==> src/design/plob_ram.sv <==
// Generic single-port-write, single-read RAM with registered read data.
`default_nettype none
module plob_ram #(
  parameter int WIDTH = 8,
  parameter int DEPTH = 16
) (
  input  wire logic                     clk,
  input  wire logic                     we,
  input  wire logic [$clog2(DEPTH)-1:0] waddr,
  input  wire logic [WIDTH-1:0]         wdata,
  input  wire logic [$clog2(DEPTH)-1:0] raddr,
  output logic      [WIDTH-1:0]         rdata
);
  logic [WIDTH-1:0] mem [DEPTH];

  always_ff @(posedge clk) begin
    if (we) mem[waddr] <= wdata;
    rdata <= mem[raddr];
  end
endmodule
`default_nettype wire

==> config.mk <==
export PLATFORM = sky130hd
export DESIGN_NAME = plob_ram
export DESIGN_NICKNAME = d
export VERILOG_FILES = /design/src/design/plob_ram.sv
export SDC_FILE = /design/constraint.sdc
export NUM_CORES = 1
export LEC_CHECK = 0
export BUFFER_PORTS_ARGS = -buffer_cell sky130_fd_sc_hd__clkbuf_2
export CORE_MARGIN = 1
export CORE_UTILIZATION = 45
export CTS_CLUSTER_SIZE = 16
export DETAILED_ROUTE_END_ITERATION = 16
export SLEW_MARGIN = 5
export SYNTH_ARGS = -nofsm -noshare
export SYNTH_HDL_FRONTEND = slang
export SYNTH_SLANG_ARGS = --single-unit
==> constraint.sdc <==
create_clock -name clk -period 2.3 [get_ports clk]
set_clock_uncertainty 0.15 [all_clocks]
set_input_delay 0.345 -clock clk [delete_from_list [all_inputs] [get_ports clk]]
set_output_delay 0.345 -clock clk [all_outputs]
set_load 0.005 [all_outputs]
**Yosys cells after proc, flatten, opt, wreduce, memory -nomap -nowiden**

Memory sizes are Yosys's and may differ from the RTL's. A register that Yosys moved wholly into a read port is not among the register bits.
Cells that the tools add are included.

- Muxes and demuxes: 2

Operator list:

| kind | number |
|---|---|
| $mux W1 | 2 |

- Flip-flop bits (word level): 0
- Output and inout port bits: 8
- Memory bits (writable): 128
- Logic and storage cells: 3
- Memories: 1
- Input port bits: 18

Memory list:

| memory | depth | bits a word | read ports | clocked after Yosys merged registers in | write ports | line | text |
|---|---|---|---|---|---|---|---|
| mem | 16 | 8 | 1 | 1 | 1 | 14 | `logic [WIDTH-1:0] mem [DEPTH];` |

**Longest topological paths before layout**

Gate-level depths: netlist of run 1.

- Word-level depth: 2
- Mapped depth: 5
- Depth with buffers taken out: 3

**Least setup slack after synthesis of run 1**

Ideal clock, no wire load.

- Path type: in2reg
- Start point: input port waddr[2]
- End point: memory mem[0][0], enable pin
- Library setup time: 383 ps
- Path buffers: 0
- Required time: 1767 ps
- Cell stages on the path: 2
- Path slack: 312 ps
- Arrival: 1455 ps
- Cell sequence: or3b_2 -> nor3_1

RTL lines:

| what | line | text |
|---|---|---|
| from (decl) | 9 | `input wire logic [$clog2(DEPTH)-1:0] waddr,` |
| to (decl) | 14 |  |

Straight into the memory's write port.

==> results of run 1 <==
-- cells in the mapped netlist --
cell type,count,area share
mux4_2,18,0.079
nor3_1,4,0.0039
nand2_1,9,0.0066
buf_2,3,0.0029
nor2_1,13,0.0095
and2b_1,1,0.0015
a22oi_1,16,0.023
buf_6,3,0.0066
edfxtp_1,128,0.75
buf_4,1,0.0015
mux4_1,14,0.071
nand2b_1,2,0.0024
or3b_2,1,0.0017
nand3b_1,2,0.0029
and2_1,1,0.0012
clkdlybuf4s25_2,3,0.0058
nor2b_1,1,0.0012
nand3_1,1,0.00097
dfxtp_1,8,0.031
-- through the flow --
step                cell area (sq um)  instances
CTS                              6200        438
global placement                 5550        406
detailed placement               5550        406
finish                           6200        438
global route                     6200        438
floorplan                        5150        229
-- sequential cells by signal (all words and copies together) (netlist names) --
| register | count |
|---|---|
| mem | 128 |
| rdata | 8 |
-- worst max-delay path, cell delays in order --
cell,delay [ns]
clkbuf_2,0.20
buf_4,0.29
mux4_1,0.60
a22oi_1,0.26
nand2_1,0.08
-- cells by family after synthesis --
logic type,Yosys count
compound gates,16
buf+inv,10
flops,136
mux,32
simple gates,35
-- metal layers --
| layer | global-route usage | wire, um | vias to the layer above |
|---|---|---|---|
| li1 | - | - | 1087 |
| met3 | 0.0424 | 379 | 7 |
| met4 | 0.0907 | 109 | 0 |
| met1 | 0.241 | 4200 | 1271 |
| met5 | 0 | 0 | - |
| met2 | 0.298 | 4920 | 62 |
-- final timing paths --
path                to  slack, ns  depth (start not counted)
max reg2reg   rdata[5]       0.77                          3
min          mem[6][4]       0.22                          1
min reg2reg   rdata[5]       0.52                          3
max           rdata[3]       0.67                          5
-- report_power, final --
| part | internal (uW) | switching [uW] | total (uW) | leakage (uW) |
|---|---|---|---|---|
| logic | 114 | 141 | 255 | 0.000599 |
| clock network | 1930 | 951 | 2880 | 0.000307 |
| registers | 2770 | 16.2 | 2790 | 0.00122 |
| total | 4810 | 1110 | 5920 | 0.00213 |
-- layout make-up --
cell class | instances | area [sq um]
clock inverters | 11 | 169
well taps | 140 | 175
clock buffers | 21 | 480
fillers | 806 | 4780
multi-input cells | 83 | 1060
repair buffers | 47 | 315
flip-flops and latches | 136 | 4000
==> impl_results.md, run 1 <==
- Hold Crit Class: input pin to flop
- Worst EP required: 2.45 ns
- Mean post-synth cell area: 22.5 sq um
- Site Rows: 38
- Hold_buf cts: 0
- Worst slack, placed: 0.227 ns
- Slew Viols, Final: 0
- Commonest non-fill, non-tap cell in the layout: edfxtp_1
- Die area: 11900 sq um
- Cell area after synthesis: 5150 sq um
- Clock Path Buffers: 2
- Yosys warning count: 0
- Die height: 109 um
- Final Setup Violations: 0
- Status: finished, final reports clean
- Later-pin clock latency in the skew report: 0.41 ns
- Crit start category: input pin
- Layout cells sized above 1: 0.329
- Antenna viol nets, final: 0
- Ports: 26
- Total track usage: 0.186
- First-pass GRT wire length: 14.7 mm
- Pre-Repair DR Iteration Count: 4
- Vias in the first global route: 2495
- RSZ-0062 raised after global routing: false
- Vias: 2427
- Unique masters post-synth: 19
- Adder-cell share of the synthesized area: 0
- Area Overhead vs Synth: 20.5%
- Reg2reg start: mem[1][5]
- ANT cells: 0
- Post-DP HPWL: 6.08 mm
- Peak Freq: 613 MHz
- CTS tree: built
- DRC violations left: 0
- Syn_nets: 247
- Post-Synth XOR/XNOR Area: 0
- Highest-count cells in the layout ignoring fill and taps: edfxtp_1, clkbuf_2, buf_4, mux4_2, clkbuf_16
- Final Critical Period: 1.63 ns
- Pwr Total: 5920 uW
- Multiplexer share of the synthesized area: 0.150
- Worst setup margin: 0.668 ns
- Synthesized-area fraction occupied by and/or/nand/nor cells: 0.0318
- Crit Path Max Fanout: 12
- Initial core utilization: 0.469
- Rel. slew slack: 0.723
- Clk root buf: clkbuf_16
- Die width: 109 um
- Element type at the critical path end: flop
- Core Region: 11000 sq um
- Critical path type: input pin to flop
- Postcts setup bufs: 0
- VDD IR-drop max: 0.420 mV
- Final Util: 0.565
- Largest net degree at the start of global routing: 33
- CTS Buf Count: 17
- Initial DRC count: 129
- Final Hold Fails: 0
- Total grt overflow: 0
- Gpl congestion: 0.764
- Crit share post-route: 0.710
- Sequential element share of the synthesized area: 0.778
- Leakage: 0.00213 uW
- Worst-path clk slew: 0.06 ns
- # port buffers: 25
- H-Tree Depth: 4
- Drt wl/cell: 21.9 um
- Hold slack: 0.225 ns
- Hold path startpoint: wdata[4]
- Final TNS setup: 0 ns
- Synth Area in Compound Gates: 0.0233
- Flops & latches, synth: 136
- Crit. Startpoint: raddr[0]
- Post-Synthesis Cells: 229
- CTS sink count: 136
- Fin nets: 303
- Arr. time, crit path: 1.78 ns
- Max-cap violations: 0
- PostCTS Resize Cnt: 0
- PD cells: 955 nW/um^2
- Largest family of logic cells by synthesized area: multiplexers
- Slew @ Worst Pin: 0.414 ns
- Vias per std cell: 5.54
- Initial antenna violation count: 0
- Routed wire length: 9.61 mm
Power figures use the tool's default switching activity.
==> run 2, diff against run 1 <==
Clock period 2.3 ns to 1.5 ns, I/O delays scaled along.
==> impl_results.md, run 2 (synthesized netlist as in run 1, its figures left out) <==
- Area Overhead vs Synth: 22.1%
- Post-DP HPWL: 6.26 mm
- Vias per std cell: 5.59
- Area after DPL: 5700 sq um
- Leakage: 0.00215 uW
- Most flop-heavy register: mem
- Commonest non-fill, non-tap cell in the layout: edfxtp_1
- Rel. slew slack: 0.408
- Design area: 6290 sq um
- Hold_buf cts: 0
- Crit share post-route: 0.959
- Gpl congestion: 0.740
- Die height: 109 um
- Antenna viol nets, final: 0
- Initial antenna violation count: 0
- Clk root buf: clkbuf_16
- VDD IR-drop max: 0.603 mV
- Die width: 109 um
- Initial DRC count: 149
- Fin nets: 308
- Ports: 26
- Die area: 11900 sq um
- Crit start category: flop
- CTS Buf Count: 17
- Site Rows: 38
- # port buffers: 25
- Vias in the first global route: 2568
- Element type at the critical path end: flop
- Worst-path clk slew: 0.05 ns
- Later-pin clock latency in the skew report: 0.41 ns
- ANT cells: 0
- Critical path type: flop to flop
- Pre-Repair DR Iteration Count: 4
- Slew Viols, Final: 0
- Total grt overflow: 0
- Worst slack, placed: -0.270 ns
- Postcts setup bufs: 0
- Slew @ Worst Pin: 0.885 ns
- Max-cap violations: 0
- Peak Freq: 695 MHz
- Worst EP required: 1.65 ns
- CTS tree: built
- Final TNS setup: 0 ns
- Vias: 2476
- Routed wire length: 9.62 mm
- Largest net degree at the start of global routing: 19
- DRC violations left: 0
- Layout cells sized above 1: 0.347
- PD cells: 1380 nW/um^2
- Worst setup margin: 0.0615 ns
- Hold Crit Class: input pin to flop
- Total track usage: 0.183
- Arr. time, crit path: 1.59 ns
- Highest-count cells in the layout ignoring fill and taps: edfxtp_1, clkbuf_2, buf_4, mux4_2, clkbuf_16
- Drt wl/cell: 21.7 um
- PostCTS Resize Cnt: 0
- Clock Path Buffers: 2
- Biggest regs: mem: 128 flops, rdata: 8 flops
- Core Region: 11000 sq um
- First-pass GRT wire length: 14.4 mm
- Crit Path Max Fanout: 1
- Final Critical Period: 1.44 ns
- Status: finished, final reports clean
- Final Hold Fails: 0
- Initial core utilization: 0.469
- Final Setup Violations: 0
- H-Tree Depth: 4
- CTS sink count: 136
- Max reg flops: 128
## run 2: cell types whose count changed in the layout (fill, tap and decap cells not counted), moves of 2 or more
cell,previous run,this run
clkinvlp_4,4,2
a22oi_2,0,4
nor2_2,0,3
nor2_1,13,10
a22oi_1,16,12
nor3_2,0,2
clkinv_1,0,4
clkbuf_8,4,0
nor3_1,4,1
buf_12,2,8
clkbuf_1,0,4
## run 2: final cells by class
| class | instances | area, sq um |
|---|---|---|
| Tap cell | 140 | 175 |
| Sequential cell | 136 | 4000 |
| Timing Repair Buffer | 52 | 428 |
| Clock buffer | 21 | 440 |
| Clock inverter | 11 | 130 |
| Multi-Input combinational cell | 83 | 1110 |
| Fill cell | 811 | 4700 |
## run 2: metal layers
layer  part of all wire  wire, um  GRT usage
met5                  0         0          0
met4              0.011       106     0.0772
met3              0.040       381     0.0526
met2               0.51      4930      0.292
met1               0.44      4200      0.235
## run 2: power by group
part,switching (uW),internal (uW)
Clock,1410,2580
Combinational,229,195
Sequential,24.1,4250
Total,1670,7030
## run 2: critical path, cell delays in order (launching register included)
cell and delay [ns]:
edfxtp_1 0.36, mux4_1 0.56, a22oi_2 0.18, nand2_1 0.07
## run 2: worst paths after layout
path | startpoint | to | slack, ns | cells past startpoint
setup reg to reg | mem[5][2] | rdata[2] | 0.06 | 3
setup / recovery | mem[5][2] | rdata[2] | 0.06 | 3
hold reg to reg | mem[14][2] | rdata[2] | 0.52 | 3
hold / removal | wdata[0] | mem[4][0] | 0.08 | 1
## run 2: per-stage QoR
| step | hold WS (ns) | std cells | total power (uW) | utilization |
|---|---|---|---|---|
| 2_1_floorplan | 0.174 | 229 | 4570 | - |
| 3_3_place_gp | 0.448 | 411 | 4770 | 0.519 |
| 3_5_place_dp | 0.449 | 411 | 4780 | 0.519 |
| 4_1_cts | 0.0826 | 443 | 8750 | 0.571 |
| 5_1_grt | 0.108 | 443 | 8950 | 0.572 |
| 6_report | 0.0826 | 443 | 8690 | 0.572 |
==> run 3, diff against run 2 <==
Settings changed: BUFFER_PORTS_ARGS -buffer_cell sky130_fd_sc_hd__clkbuf_2 to not set, DONT_BUFFER_PORTS set to 1.
==> impl_results.md, run 3 (synthesized netlist as in run 1, its figures left out) <==
- Status: finished, violations left
- Violated checks: negative hold slack
- Postcts setup bufs: 0
- # port buffers: 0
- Routed wire length: 10.0 mm
- DRC violations left: 0
- Commonest non-fill, non-tap cell in the layout: edfxtp_1
- Filler cells: 826
- Most flop-heavy register: mem
- Ports: 26
- Final Critical Period: 1.49 ns
- Leakage: 0.00203 uW
- Die height: 109 um
- Die width: 109 um
- Worst-path clk slew: 0.06 ns
- Slew Viols, Final: 0
- Largest net degree at the start of global routing: 33
- Crit-path cells: mux4_1 -> a22oi_2 -> nand2_1
- CTS sink count: 136
- Pwr Total: 8510 uW
- Worst EP required: 1.63 ns
- Total grt overflow: 0
- H-Tree Depth: 4
- Rel. slew slack: 0.454
- Drt wl/cell: 23.6 um
- Hold Crit Class: input pin to flop
- Critical path type: flop to flop
- Die area: 11900 sq um
- Max reg flops: 128
- Max-cap violations: 0
- Post-DP HPWL: 6.06 mm
- Vias: 2366
- Later-pin clock latency in the skew report: 0.40 ns
- CTS Buf Count: 17
- Critical path's slowest cell: mux4_1
- Vias per std cell: 5.59
- Arr. time, crit path: 1.62 ns
- Core Region: 11000 sq um
- First-pass GRT wire length: 14.7 mm
- PD cells: 1380 nW/um^2
- Crit share post-route: 0.991
- Initial DRC count: 187
- Highest-count cells in the layout ignoring fill and taps: edfxtp_1, mux4_2, buf_4, clkbuf_16, mux4_1
- Element type at the critical path end: flop
- Total track usage: 0.186
- Antenna viol nets, final: 0
- VDD IR-drop max: 0.698 mV
- Crit Path Max Fanout: 1
- Hold slack: -0.0231 ns
- Final Hold Fails: 3
- Initial core utilization: 0.469
- Peak Freq: 673 MHz
- Worst setup margin: 0.0142 ns
- Gpl congestion: 0.791
- Final Setup Violations: 0
- Area Overhead vs Synth: 19.7%
- Crit start category: flop
- Slew @ Worst Pin: 0.818 ns
- Clk root buf: clkbuf_16
- Fin nets: 287
- CP peak stage delay: 0.50 ns
- Pre-Repair DR Iteration Count: 4
- Vias in the first global route: 2427
- Clock Path Buffers: 2
- Worst slack, placed: -0.0210 ns
- Layout cells sized above 1: 0.309
- CTS tree: built
- Initial antenna violation count: 1
- Biggest regs: mem: 128 flops, rdata: 8 flops
- Site Rows: 38
==> run 3: cell types whose count changed in the layout (fill, tap and decap cells not counted), sizes merged <==
cell         delta
dlygate4sd3    +11
clkinvlp        +1
diode           +1
clkbuf         -27
buf             -7
inv             +3
bufinv          -2
==> run 3: routing by layer <==
layer,GRT usage,part of all wire
met1,0.258,0.44
met4,0.0714,0.0071
met5,0,0
met3,0.0538,0.073
met2,0.282,0.48
==> run 3: cell type report <==
cell class | count | area [sq um] | area share
well taps | 140 | 175 | 0.0284
clock buffers | 19 | 453 | 0.0735
repair buffers | 31 | 285 | 0.0463
diodes | 1 | 2.50 | 0.000406
flip-flops and latches | 136 | 4000 | 0.650
clock inverters | 13 | 120 | 0.0195
multi-input cells | 83 | 1120 | 0.182
==> run 3: timing repair <==
item / in CTS / in global routing
setup endpoints to repair: 3 / 7
gates resized for setup: 3 / 7
pin swaps: 0 / 2
hold endpoints to repair: 138 / 2
hold buffers: 10 / 1
==> run 3: worst paths after layout <==
| check | depth (start not counted) | startpoint | end | slack, ns |
|---|---|---|---|---|
| worst max-delay path | 3 | mem[11][4] | rdata[4] | 0.01 |
| worst min-delay path | 3 | raddr[1] | rdata[3] | -0.02 |
| worst max register to register | 3 | mem[11][4] | rdata[4] | 0.01 |
| worst min register to register | 3 | mem[12][0] | rdata[0] | 0.51 |
==> run 3: critical path: cells and delay by family, from the launching register on <==
kind | cells | cell delay [ns]
DFF | 1 | 0.37
AOI/OAI and AO/OA | 1 | 0.25
and+or+nand+nor | 1 | 0.09
muxes | 1 | 0.50
==> run 3: power by group <==
group	internal, uW	total [uW]	switching, uW
Sequential	4250	4280	31.3
Clock	2380	3900	1520
Combinational	162	334	172
Total	6790	8510	1720
==> run 3: per-stage QoR <==
step	std cells	TNS [ns]	area, sq um	hold WS (ns)	util
finish	423	0	6160	-0.0231	0.561
global placement	379	-0.0174	5440	0.175	0.496
CTS	421	0	6130	-0.0427	0.558
floorplan	229	-0.0529	5190	0.174	-
global route	423	-0.00650	6160	-0.0102	0.561
detailed placement	379	-0.0463	5440	0.175	0.496
