File: src/design/plob_pkg.sv
// Package for the price level order book: widths, codes and shared types.
`default_nettype none
package plob_pkg;
  localparam int LEVELS    = 64;
  localparam int MAX_QUERY = 16;
  localparam int AW        = $clog2(LEVELS);
  localparam int CW        = $clog2(LEVELS + 1);
  localparam int PW        = 32;
  localparam int VW        = 48;
  localparam int EW        = PW + VW;

  typedef enum logic [1:0] {
    KIND_DELTA = 2'd0,
    KIND_BEST  = 2'd1,
    KIND_VOL   = 2'd2,
    KIND_NONE  = 2'd3
  } kind_t;

  typedef enum logic [1:0] {
    ST_OK    = 2'd0,
    ST_NOTF  = 2'd1,
    ST_FULL  = 2'd2,
    ST_EMPTY = 2'd3
  } status_t;

  // result strobe bundle from the sequencer
  typedef struct packed {
    logic          valid;
    status_t       status;
    logic [3:0]    rank;
    logic [PW-1:0] price;
    logic [VW-1:0] volume;
    logic          last;
  } res_t;
endpackage
`default_nettype wire

File: src/design/plob_seq.sv
// Sequencer: scans, shifts and lists entries of one side's level memory.
`default_nettype none
module plob_seq (
  input  wire logic                   clk,
  input  wire logic                   rst,
  input  wire logic                   start,
  input  wire logic [1:0]             kind,
  input  wire logic                   side,
  input  wire logic [31:0]            price,
  input  wire logic [47:0]            volume,
  input  wire logic [4:0]             count,
  output logic                        busy,
  output logic                        we,
  output logic                        wside,
  output logic [plob_pkg::AW-1:0]     waddr,
  output logic [plob_pkg::EW-1:0]     wdata,
  output logic [plob_pkg::AW-1:0]     raddr,
  input  wire logic [plob_pkg::EW-1:0] rdata,
  output logic                        rside,
  output plob_pkg::res_t              res
);
  import plob_pkg::*;

  typedef enum logic [6:0] {
    S_IDLE  = 7'b0000001,
    S_SCAN  = 7'b0000010,
    S_DEC   = 7'b0000100,
    S_SHUP  = 7'b0001000,
    S_SHDN  = 7'b0010000,
    S_LIST  = 7'b0100000,
    S_OUT   = 7'b1000000
  } state_t;

  state_t        state;
  kind_t         k;
  logic          sd;
  logic [PW-1:0] pr;
  logic [VW-1:0] vo;
  logic [CW-1:0] bid_count, ask_count, n;
  logic [CW-1:0] idx;      // address of the entry in flight
  logic [CW-1:0] pos;
  logic [CW-1:0] m;        // results to list
  logic [CW-1:0] j;        // list counter
  logic          re;       // read address registered this cycle
  logic          rv;       // read data valid on rdata
  logic [PW-1:0] rp;
  logic [VW-1:0] rvol;
  logic [EW-1:0] hold;     // carried entry for insert shift
  logic [4:0]    cq;

  assign rp   = rdata[EW-1:VW];
  assign rvol = rdata[VW-1:0];
  assign n    = sd ? ask_count : bid_count;
  assign busy = (state != S_IDLE);
  assign rside = sd;
  assign wside = sd;

  always_ff @(posedge clk) begin
    res.valid <= 1'b0;
    we        <= 1'b0;
    re        <= 1'b0;
    // address register, then RAM output register; rv marks rdata valid
    rv        <= re;
    if (rst) begin
      state     <= S_IDLE;
      bid_count <= '0;
      ask_count <= '0;
    end else begin
      unique case (state)
        S_IDLE: begin
          if (start) begin
            k  <= kind_t'(kind);
            sd <= side;
            pr <= price;
            vo <= volume;
            cq <= count;
            idx <= '0;
            raddr <= '0;
            re <= (kind_t'(kind) == KIND_DELTA) || (kind_t'(kind) == KIND_VOL);
            if (kind_t'(kind) == KIND_NONE) state <= S_IDLE;
            else if (kind_t'(kind) == KIND_BEST) state <= S_LIST;
            else state <= S_SCAN;
            j <= '0;
          end
        end
        // linear search for first entry with price >= pr
        S_SCAN: begin
          if (!rv) begin
            // read still in flight
            state <= S_SCAN;
          end else if (idx >= n || rp >= pr) begin
            pos <= idx;
            state <= S_DEC;
            hold <= rdata;
          end else begin
            idx <= idx + 1'b1;
            raddr <= AW'(idx + 1'b1);
            re <= 1'b1;
          end
        end
        S_DEC: begin
          res.valid <= 1'b1;
          res.rank  <= '0;
          res.price <= pr;
          res.last  <= 1'b1;
          res.status <= ST_OK;
          res.volume <= '0;
          state <= S_IDLE;
          if (k == KIND_VOL) begin
            if (n == 0) res.status <= ST_EMPTY;
            else if (pos < n && rp == pr) res.volume <= rvol;
            else res.status <= ST_NOTF;
          end else if (vo == '0) begin
            if (pos < n && rp == pr) begin
              // remove: pull entries down from pos+1
              if (pos + 1'b1 < n) begin
                idx <= pos + 1'b1;
                raddr <= AW'(pos + 1'b1);
                re <= 1'b1;
                res.valid <= 1'b0;
                state <= S_SHDN;
              end else begin
                if (sd) ask_count <= ask_count - 1'b1;
                else bid_count <= bid_count - 1'b1;
              end
            end else res.status <= ST_NOTF;
          end else if (pos < n && rp == pr) begin
            res.volume <= vo;
            we <= 1'b1;
            waddr <= AW'(pos);
            wdata <= {pr, vo};
          end else if (n >= CW'(LEVELS)) begin
            res.status <= ST_FULL;
          end else begin
            res.volume <= vo;
            we <= 1'b1;
            waddr <= AW'(pos);
            wdata <= {pr, vo};
            if (pos < n) begin
              // hold = old entry at pos, shift up
              idx <= pos + 1'b1;
              raddr <= AW'(pos + 1'b1);
              re <= 1'b1;
              res.valid <= 1'b0;
              state <= S_SHUP;
            end else begin
              if (sd) ask_count <= ask_count + 1'b1;
              else bid_count <= bid_count + 1'b1;
            end
          end
        end
        // insert: write carried entry at idx, carry the old one on
        S_SHUP: begin
          if (rv) begin
            we <= 1'b1;
            waddr <= AW'(idx);
            wdata <= hold;
            hold <= rdata;
            if (idx == n) begin
              if (sd) ask_count <= ask_count + 1'b1;
              else bid_count <= bid_count + 1'b1;
              res <= '{valid: 1'b1, status: ST_OK, rank: '0, price: pr,
                       volume: vo, last: 1'b1};
              state <= S_IDLE;
            end else begin
              idx <= idx + 1'b1;
              raddr <= AW'(idx + 1'b1);
              re <= 1'b1;
            end
          end
        end
        // remove: alternate read then write one slot down
        S_SHDN: begin
          if (rv) begin
            we <= 1'b1;
            waddr <= AW'(idx - 1'b1);
            wdata <= rdata;
            if (idx + 1'b1 >= n) begin
              if (sd) ask_count <= ask_count - 1'b1;
              else bid_count <= bid_count - 1'b1;
              res <= '{valid: 1'b1, status: ST_OK, rank: '0, price: pr,
                       volume: '0, last: 1'b1};
              state <= S_IDLE;
            end else begin
              idx <= idx + 1'b1;
              raddr <= AW'(idx + 1'b1);
              re <= 1'b1;
            end
          end
        end
        S_LIST: begin
          // compute m = min(count, MAX_QUERY, n), first read address
          if (CW'(cq) <= CW'(MAX_QUERY) && CW'(cq) <= n) m <= CW'(cq);
          else if (CW'(MAX_QUERY) <= n) m <= CW'(MAX_QUERY);
          else m <= n;
          if (cq == '0 || n == '0) begin
            res <= '{valid: 1'b1, status: ST_EMPTY, rank: '0, price: '0,
                     volume: '0, last: 1'b1};
            state <= S_IDLE;
          end else begin
            raddr <= sd ? '0 : AW'(n - 1'b1);
            re <= 1'b1;
            state <= S_OUT;
          end
        end
        // the next read goes out with each result
        S_OUT: begin
          if (rv) begin
            res.valid  <= 1'b1;
            res.status <= ST_OK;
            res.rank   <= j[3:0];
            res.price  <= rp;
            res.volume <= rvol;
            res.last   <= (j + 1'b1 == m);
            j <= j + 1'b1;
            if (j + 1'b1 == m) state <= S_IDLE;
            else begin
              raddr <= sd ? AW'(j + 1'b1) : AW'(n - 2'd2 - j);
              re <= 1'b1;
            end
          end
        end
        default: state <= S_IDLE;
      endcase
    end
  end
endmodule
`default_nettype wire

File: config.mk
export PLATFORM = sky130hd
export DESIGN_NAME = plob_seq
export DESIGN_NICKNAME = d
export VERILOG_FILES = /design/src/design/plob_pkg.sv /design/src/design/plob_seq.sv
export SDC_FILE = /design/constraint.sdc
export NUM_CORES = 1
export LEC_CHECK = 0
export BUFFER_PORTS_ARGS = -buffer_cell sky130_fd_sc_hd__buf_2
export CAP_MARGIN = 10
export CORE_UTILIZATION = 46
export DETAILED_ROUTE_END_ITERATION = 10
export MAX_ROUTING_LAYER = met4
export PLACE_DENSITY_LB_ADDON = 0.1
export SETUP_SLACK_MARGIN = 0.4
export SYNTH_ARGS = -nofsm -noshare
export SYNTH_HDL_FRONTEND = slang
export SYNTH_SLANG_ARGS = --single-unit
File: constraint.sdc
create_clock -name clk -period 13.6 [get_ports clk]
set_clock_uncertainty 0.05 [all_clocks]
set_input_delay 2.72 -clock clk [delete_from_list [all_inputs] [get_ports clk]]
set_output_delay 2.72 -clock clk [all_outputs]
set_load 0.05 [all_outputs]
=== Word-level counts from Yosys, hierarchy flattened ===
Index checks and enable logic that the tools add are counted.

* Register bits: 400
* Input port bits: 171
* Output and inout bits: 184
* Logic and storage cells: 268

* $add $sub $neg: 11
* Order comparisons: 9
* Equal/unequal tests: 40
* Mux-type cells: 153
* Bitwise logic cells: 1
* Reductions and logical operators: 28

{| class="wikitable"
|+ Operator list
! operator !! number
|-
| $mux 80 || 8
|-
| $mux 88 || 6
|-
| $pmux 88 s5 || 1
|-
| $mux 7 || 54
|-
| $mux 48 || 6
|-
| $pmux 80 s3 || 1
|-
| $mux 6 || 27
|-
| $pmux 80 s2 || 1
|-
| $pmux 7 s7 || 1
|-
| $logic_not 48->1 || 1
|-
| $pmux 6 s7 || 1
|-
| $pmux 7 s3 || 2
|-
| $add 7x1->7 const B || 5
|-
| $pmux 7 s5 || 1
|-
| $ne 2x2->1 const B || 17
|-
| $eq 32x32->1 || 1
|-
| $ge 32x32->1 || 1
|-
| $mux 1 || 28
|-
| $ne 3x3->1 const B || 8
|-
| $mux 5 || 4
|-
| $pmux 6 s3 || 1
|-
| $reduce_and 18->1 || 1
|-
| $reduce_and 8->1 || 2
|-
| $reduce_and 15->1 || 1
|-
| other kinds (44) || 63
|}

=== Logic depth before layout (Yosys ltp) ===
* Depth after elaboration: 8
* Gate-level depth with buffers: 14
* Depth with buffers taken out: 13

=== Worst setup path before layout ===
No wires, ideal clock.

* Kind: in2reg
* Start: input rdata[74] in the netlist's numbering
* End: register waddr[0] in the netlist's numbering, enable pin
* Setup time: 0.559 ns
* Arrival time: 8.248 ns
* Required time: 12.991 ns
* Setup slack: 4.743 ns
* Stages on the path: 7
* Path through: ha_1 nand4_1 or2_2 nor4_1 and4bb_1 o211ai_1 a21oi_1

* Word-level cells in the longest chain between the ends: 4

{| class="wikitable"
|+ RTL lines
! element !! RTL line !! source
|-
| start, declared || plob_seq.sv:18 || <nowiki>input wire logic [plob_pkg::EW-1:0] rdata,</nowiki>
|-
| $eq 32x32->1 || plob_seq.sv:127 || <nowiki>end else if (pos < n && rp == pr) begin</nowiki>
|-
| $logic_and 1x1->1 || plob_seq.sv:127 ||
|-
| $ne 3x3->1 (no source line) || n/a ||
|-
| $reduce_and 7->1 (no source line) || n/a ||
|-
| end signal, assigned || plob_seq.sv:130 || <nowiki>waddr <= AW'(pos);</nowiki>
|-
| end signal, assigned || plob_seq.sv:137 || <nowiki>waddr <= AW'(pos);</nowiki>
|-
| end signal, assigned || plob_seq.sv:156 || <nowiki>waddr <= AW'(idx);</nowiki>
|-
| end, declared || plob_seq.sv:15 || <nowiki>output logic [plob_pkg::AW-1:0] waddr,</nowiki>
|}

No other way between the ends.
A chain may end at the register's enable or synchronous reset.

=== Worst setup path in the final report ===
* Start: input rdata[79] in the netlist's numbering
* End: register hold[3], enable pin

* Word-level cells in the longest chain between the ends: 4

{| class="wikitable"
|+ RTL lines
! element !! RTL line !! source
|-
| $ge 32x32->1 || plob_seq.sv:91 || <nowiki>end else if (idx >= n || rp >= pr) begin</nowiki>
|-
| $logic_or 1x1->1 || plob_seq.sv:91 ||
|-
| $ne 2x2->1 (no source line) || n/a ||
|-
| $reduce_and 5->1 (no source line) || n/a ||
|-
| end signal, assigned || plob_seq.sv:94 || <nowiki>hold <= rdata;</nowiki>
|-
| end signal, assigned || plob_seq.sv:158 || <nowiki>hold <= rdata;</nowiki>
|-
| end, declared || plob_seq.sv:48 || <nowiki>logic [EW-1:0] hold;</nowiki>
|}

No other way between the ends.

==> impl_metrics.yaml <==
run_status:
  status: "finished clean"
floorplan:
  initial_utilization: 0.468
  core_area_um2: 38800
  die_h_um: 201
  io_pins: 355
  die-area_um2: 40300
  fp-row-count: 72
  die-width_um: 201
final_layout:
  syn2layout_area_growth_pct: 20.4
  post-route-util: 0.563
  drive_gt1_frac: 0.259
  nets: 1970
  num-fill-cells: 3200
cts:
  cts_tree: "yes"
  root_buffer: "clkbuf_16"
  post_cts_buffers: 0
  clock-sinks: 400
  cts_hold_buf: 0
  htreeDepth: 2
  numCtsBuffers: 44
  clk_latency_ps: 570
  clk_pin_slew_ps: 60
  ctsResizeCount: 0
  cts_max_path_buffers: 3
routing:
  routed_wl_um: 51500
  routed-via-count: 13003
  vias_per_cell: 5.71
  drtIter0Drc: 807
  post-route-drc-count: 0
  drtAntennaViolNets: 0
  wl_per_cell_um: 22.6
  drt_pass1_iterations: 5
synth:
  syn_inst: 1365
  synth_warnings: 0
  yosysSeqAreaShare: 0.648
  synth-async-reset-ratio: 0
  synth_area_um2: 18200
  syn_area_per_cell_um2: 13.3
  synth_seq_cells: 400
  synth_edf_count: 375
  synth_cell_type_count: 73
  ys.flop_type: "edfxtp_1"
power_and_ir_drop:
  clkPwrFrac: 0.414
  seqPwrFrac: 0.515
  cell_internal_pwr_mw: 2.09
  irDropWorstVdd_mv: 0.0963
  switching_share: 0.230
  power.density_nw_per_um2: 124
  leakage_nw: 8.51
  comb_power_share: 0.071
  p_sw_mw: 0.625
grt:
  grt_start_max_net_pins: 65
  gr-usage-all-layers: 0.262
  antenna_found_initial: 9
  grt.overflow.total: 0
  grt_pass1_wl_um: 77200
  grt_pass1_vias: 12366
placement:
  pre_cts_ws_ps: 6970
  hpwl_um: 35100
  place.gp.congestion: 0.894
  io_buffers: 354
sta:
  fmax_mhz: 164
  finalMaxSlewViolations: 0
  timing.final.crit_share: 0.450
  rsz0062_at_grt: "no"
  finalSetupTns_ps: 0
  relSlewSlack: 0.310
  fin_ws_ps: 7480
  hold_viol: 0
  worst_pin_slew_ps: 1030
  setup_viol_count_final: 0
  fin_crit_ps: 6120
flow_run:
  maxCapViolations: 0
worst_setup_path:
  critPathKind: "input pin to register"
  endpoint_kind: "register"
  crit_path_max_fanout: 64
  crit_path_start_kind: "input pin"
  critPathRequiredTime_ps: 13730
  critPathArrivalTime_ps: 6240
worst_hold_path:
  worstHoldPathType: "register to register"
metrics by stage:
stage | hold WS, ps | cells | total power, mW | instance area (um^2)
after detailed placement | 276 | 2188 | 1.62 | 20500
after floorplan | 260 | 1366 | 1.53 | 18200
final | 283 | 2277 | 2.72 | 21900
after CTS | 282 | 2266 | 2.74 | 21800
after global routing | 289 | 2275 | 2.81 | 21900
after global placement | 262 | 2188 | 1.61 | 20500
kinds of logic (layout without fill, tap and decap cells):
| logic type | count (synthesis) | in the layout | synth area share |
|---|---|---|---|
| other cells | 1 | 13 | 0.000207 |
| buf+inv | 126 | 508 | 0.0272 |
| simple gates | 395 | 395 | 0.108 |
| mux | 17 | 17 | 0.00972 |
| fa+ha+maj | 83 | 83 | 0.0576 |
| flops | 400 | 400 | 0.648 |
| xor+xnor | 42 | 42 | 0.0227 |
| compound gates | 301 | 301 | 0.126 |
worst max-delay path: stages:
cell     delay (ps)
buf_2           130
ha_1            380
nand4_1         230
or2_2           350
nor4_1          320
nand3_1         120
nand4_1         210
o21ai_0         270
a21oi_4         600
buf_4           840
synth_stat cells, types with 7 or more instances:
library cell	number	area, um^2
a21oi_1	45	225
a221o_1	35	350
a22o_1	85	744
a22oi_1	50	375
and2_1	7	43.8
and3_1	9	56.3
buf_1	18	67.6
buf_2	10	50.1
clkbuf_1	40	150
dfxtp_1	25	500
edfxtp_1	375	11300
ha_1	82	1030
inv_1	56	210
mux2i_1	14	140
nand2_1	144	541
nand2b_1	7	43.8
nand3_1	30	150
nand3b_1	7	52.6
nand4_1	18	113
nor2_1	61	229
nor2b_1	8	50.1
nor3_1	46	230
nor4_1	20	125
o21ai_0	36	180
xnor2_1	22	193
xor2_1	17	149
final cells by class:
class | count | area, um^2 | area share
Tap cell | 518 | 648 | 0.0296
Clock inverter | 20 | 155 | 0.00709
Multi-Input combinational cell | 840 | 5970 | 0.273
Antenna cell | 11 | 27.5 | 0.00126
Timing Repair Buffer | 374 | 1920 | 0.0879
Inverter | 56 | 210 | 0.00961
Clock buffer | 58 | 1170 | 0.0537
Sequential cell | 400 | 11800 | 0.538
flip-flops by register name, summed over array words and instances, names as in the netlist, 32 cells and up:
name   count
pr        32
hold      80
res       88
vo        48
wdata     80
layout by cell type (no fill, tap or decap), drive strengths merged, types with 9 or more instances in the layout:
cell type,instances
inv,59
nor4,21
nand3,31
clkinv,14
a21oi,45
xnor2,22
a221o,35
and3,9
mux2i,15
nand2,144
diode,11
nor3,46
edfxtp,375
a22oi,50
o21ai,37
nor2,61
xor2,17
dfxtp,25
a22o,85
clkbuf,58
nand4,18
buf,374
ha,82
routing by layer:
layer | GRT usage | wire length [um] | vias to the layer above
met2 | 0.421 | 25300 | 517
met3 | 0.0443 | 3430 | 73
met5 | - | 0 | -
met4 | 0.0766 | 1110 | 0
met1 | 0.343 | 21600 | 6398
li1 | - | - | 6015
final timing paths:
| check | startpoint | end | slack (ps) | cells past startpoint |
|---|---|---|---|---|
| hold reg to reg | re$_SDFF_PP0_ | rv$_DFF_P_ | 280 | 0 |
| setup reg to reg | rside$_DFFE_PP_ | raddr[0]$_DFFE_PP_ | 8510 | 10 |
| setup / recovery | rdata[79] | hold[3]$_DFFE_PP_ | 7480 | 10 |
| hold / removal | re$_SDFF_PP0_ | rv$_DFF_P_ | 280 | 0 |
power groups by stage:
| stage | sequential, mW | combinational [mW] | clock (mW) |
|---|---|---|---|
| after floorplan | 1.43 | 0.103 | 0 |
| after global placement | 1.42 | 0.189 | 0 |
| after detailed placement | 1.43 | 0.192 | 0 |
| after CTS | 1.40 | 0.194 | 1.15 |
| after global routing | 1.40 | 0.213 | 1.19 |
| final | 1.40 | 0.194 | 1.13 |
Note: power is estimated with default switching activity, not from simulation.
